**src/brn_pkg.sv**
```systemverilog
// Package for the bounded rational neighbor unit.
// Holds field widths, payload structs and the tree node type; no dependencies.
package brn_pkg;

  localparam int unsigned MAX_DEN    = 60;
  localparam int unsigned FRAC_BITS  = 32;
  localparam int unsigned VAL_W      = 40;
  localparam int unsigned FW         = 6;
  localparam logic [FW-1:0] NEXT_FALLBACK_NUM = FW'(5);
  localparam logic [FW-1:0] PREV_FALLBACK_NUM = FW'(0);
  localparam logic [FW-1:0] FALLBACK_DEN      = FW'(1);
  localparam logic REQ_NEXT = 1'b0;
  localparam logic REQ_PREV = 1'b1;

  typedef struct packed {
    logic                    req_type;
    logic signed [VAL_W-1:0] value_in;
  } in_item_t;

  typedef struct packed {
    logic [FW-1:0] numerator;
    logic [FW-1:0] denominator;
    logic          no_candidate;
  } out_item_t;

  typedef struct packed {
    logic          vld;
    logic [FW-1:0] num;
    logic [FW-1:0] den;
  } node_t;

endpackage

```
**src/brn_lane.sv**
```systemverilog
// Per-denominator candidate: nearest numerator above or below the value.
// Depends on brn_pkg.
module brn_lane #(
  parameter int unsigned Den = 1
) (
  input  logic                                 req_type_i,
  input  logic signed [brn_pkg::VAL_W-1:0]     value_i,
  output brn_pkg::node_t                       cand_o
);

  localparam int unsigned PW = brn_pkg::VAL_W + brn_pkg::FW + 1;
  localparam int unsigned QW = PW - brn_pkg::FRAC_BITS;
  localparam logic [brn_pkg::FW-1:0] DenC  = brn_pkg::FW'(Den);
  localparam logic [QW-1:0]          DenM1 = QW'(Den - 1);

  logic signed [PW-1:0] prod;
  logic [QW-1:0]        fl;
  logic                 frac_nz;
  logic [QW-1:0]        t;

  always_comb begin
    prod    = PW'(value_i) * $signed({1'b0, DenC});
    fl      = prod[PW-1:brn_pkg::FRAC_BITS];
    frac_nz = prod[brn_pkg::FRAC_BITS-1:0] != '0;
    t       = frac_nz ? fl : fl - QW'(1);
    cand_o.den = DenC;
    if (req_type_i == brn_pkg::REQ_NEXT) begin
      if (prod[PW-1]) begin
        cand_o.vld = 1'b1;
        cand_o.num = '0;
      end else begin
        cand_o.vld = fl < DenM1;
        cand_o.num = fl[brn_pkg::FW-1:0] + brn_pkg::FW'(1);
      end
    end else begin
      if (prod[PW-1] || prod == '0) begin
        cand_o.vld = 1'b0;
        cand_o.num = '0;
      end else if (t >= DenM1) begin
        cand_o.vld = DenM1 != '0;
        cand_o.num = DenM1[brn_pkg::FW-1:0];
      end else begin
        cand_o.vld = t != '0;
        cand_o.num = t[brn_pkg::FW-1:0];
      end
    end
  end

endmodule

```
**config.mk**
```make
export PLATFORM = sky130hd
export DESIGN_NAME = brn_lane
export DESIGN_NICKNAME = d
export VERILOG_FILES = /design/src/brn_pkg.sv /design/src/brn_lane.sv
export SDC_FILE = /design/constraint.sdc
export NUM_CORES = 1
export LEC_CHECK = 0
export BUFFER_PORTS_ARGS = -buffer_cell sky130_fd_sc_hd__buf_2
export CAP_MARGIN = 30
export CELL_PAD_IN_SITES_DETAIL_PLACEMENT = 0
export CELL_PAD_IN_SITES_GLOBAL_PLACEMENT = 1
export CORE_MARGIN = 2
export CORE_UTILIZATION = 10
export DETAILED_ROUTE_END_ITERATION = 6
export PLACE_DENSITY_LB_ADDON = 0.1
export SLEW_MARGIN = 10
export SYNTH_ARGS = -nofsm -noshare
export SYNTH_HDL_FRONTEND = slang
export SYNTH_SLANG_ARGS = --single-unit
```
**constraint.sdc**
```tcl
create_clock -name vclk -period 0.8
set_input_delay 0.04 -clock vclk [all_inputs]
set_output_delay 0.04 -clock vclk [all_outputs]
set_load 0.05 [all_outputs]
```
==> impl_metrics.csv <==
group,metric,value,unit
outcome,status,"finished with violations",
outcome,violations,"negative setup slack",
drt,drc_errors,0,
sta,rsz0062_at_grt,"true",
layout,layout.cells.non_filler,58,
yosys,synth.distinct_cells,15,
power,power_density,747.3,nW/um^2
run,max-cap-violations,0,
clock_tree,hold_buffers,0,
clock_tree,cts_setup_buffers,0,
setup_path,cp-end-kind,"output pin",
layout,area_growth_syn_to_layout,133.6,%
drt,ant_nets,0,
worst_hold_path,hp-class,"in -> out",
setup_path,critical_path_buf_inv_count,2,
drt,wl,469,microns
grt,first_global_vias,170,
drt,vias,202,
yosys,synthCells,26,
setup_path,cp_cell_sequence,"buf_8 > nand3_4 > or3_4 > a21oi_4 > buf_6",
layout,seq_cells,0,
sta,period_share,114.9,%
power,p_leak,0.0001661,uW
setup_path,worstSetupStartpointType,"primary input",
drt,wl_per_cell,8.086,microns
sta,finalSetupTns,-141.5,ps
setup_path,cpPeakStageDelay,380,ps
floorplan,core,1524,sq um
layout,diodes,0,
placed_design,placed_cells,58,
floorplan,die_w,44.49,microns
floorplan,die_h,44.49,microns
placed_design,portBuffers,15,
setup_path,crit_family,"simple AND/OR/NAND/NOR gates",
power,ir_drop,0.2387,mV
yosys,synth.area.top_cells,"buf_4 27%, nor2_1 11%, xor2_1 11%",
grt,overflow,0,
sta,setup_violations,2,
yosys,seq_area_frac_synth,0,%
yosys,synth_top_area_share,27.48,%
floorplan,die-area,1979,sq um
layout,drive_gt1_share,69.05,%
setup_path,slowest_stage,"or3_4",
placed_design,gp_congestion,0.6886,
layout,regArea,0,sq um
grt,antenna_found_initial,0,
floorplan,initial_core_util,10.76,%
sta,fin_ws,-119.1,ps
placed_design,dpl_worst_slack,-294.3,ps
drt,drt_iter0_drc,0,
sta,slew_violations,0,
grt,grt_pass1_wl,710,microns
setup_path,worstPathRequired,760,ps
grt,track_usage,4.398,%
setup_path,critical_path.max_fanout,3,
layout,nClkBuffers,0,
drt,via_per_inst,3.483,
sta,hold_violations,0,
layout,final_nets,86,
grt,grt_start_max_net_pins,6,
layout,nFillCells,178,
sta,fin_crit,919.1,ps
setup_path,worstSetupPathType,"in -> out",
yosys,synth.avg_cell_area,6.304,sq um
floorplan,ios,54,
setup_path,crit_arrival,880,ps
yosys,yosys.area.top_type,"buf_4",
placed_design,dp_hpwl,399.4,microns
yosys,syn_area,163.9,sq um
drt,first_pass_iters,1,
sta,max_freq,1088,MHz
yosys,yosysWarnings,0,
floorplan,rows,14,
## placed cells by master, fill, tap and decap left out
cell and instances:
nor2_1 1, and2_1 1, o21ai_0 1, buf_8 2
ha_4 1, nand3_4 1, nand2_1 1, xor2_1 2
or3_4 1, conb_1 6, nand3_2 1, nor2b_1 1
xnor2_2 1, buf_4 4, buf_2 6, or2_4 1
nor2_2 2, a21oi_4 1, nor2_4 2, buf_6 6
## layer usage
layer | share of wire (%) | track usage [%]
met5 | 0 | 0
met4 | 0 | 0
met3 | 12 | 0.4082
met2 | 51 | 6.957
met1 | 37 | 6.747
## logic make-up (layout without fill, tap and decap cells)
logic type / count (synthesis) / after routing / synth area share, %
xor gates and xnor gates: 3 / 3 / 16.03
and+or+nand+nor: 12 / 12 / 38.17
other: 2 / 6 / 4.582
AOI/OAI and AO/OA: 2 / 2 / 6.101
buffers and inverters: 6 / 18 / 27.48
adders and majority gates: 1 / 1 / 7.632
## path summary, 6_finish.rpt
kind	from	endpoint	slack, ps	cells after the start
setup / recovery	value_i[33]	cand_o[11]	-120	5
hold / removal	value_i[32]	cand_o[6]	360	3
## synthesized netlist by cell type
master / instances
and2_1: 1
nand3_2: 1
nor2_1: 5
conb_1: 2
xor2_1: 2
or3_1: 1
xnor2_1: 1
ha_1: 1
nand3_1: 1
buf_4: 6
nor2b_1: 1
nand2_1: 1
or2_2: 1
o21ai_0: 1
a21oi_1: 1
## layout make-up
| class | instances | area (sq um) | share of cell area, % |
|---|---|---|---|
| tap | 16 | 20.02 | 5.229 |
| timing repair buffer | 18 | 157.7 | 41.18 |
| multi-input combinational | 24 | 205.2 | 53.59 |
## timing repair
item	CTS	global route
resized for setup	18	8
pin swaps	4	5
endpoints found under the setup margin	6	5
## per-stage QoR
step | instance area [sq um] | total power, uW | hold WS, ps | util [%]
after CTS | 340.3 | 262.9 | 376.8 | 22.33
after global placement | 272.8 | 227.5 | 409.5 | 17.90
after floorplan | 200.2 | 189.5 | 176.1 | -
after global routing | 382.9 | 301.9 | 360.4 | 25.12
after detailed placement | 272.8 | 228.1 | 411.5 | 17.90
final | 382.9 | 286.1 | 356.7 | 25.12
## worst min-delay path, delay by kind of cell
| kind | cells | cell delay [ps] |
|---|---|---|
| and+or+nand+nor | 1 | 40 |
| buffers and inverters | 2 | 230 |
## power by group
group / total, uW / internal (uW) / switching [uW]
Sequential: 0 / 0 / 0
Combinational: 286 / 98.6 / 188
Clock: 0 / 0 / 0
Total: 286 / 98.6 / 188
Note: power is estimated with default switching activity, not from simulation.
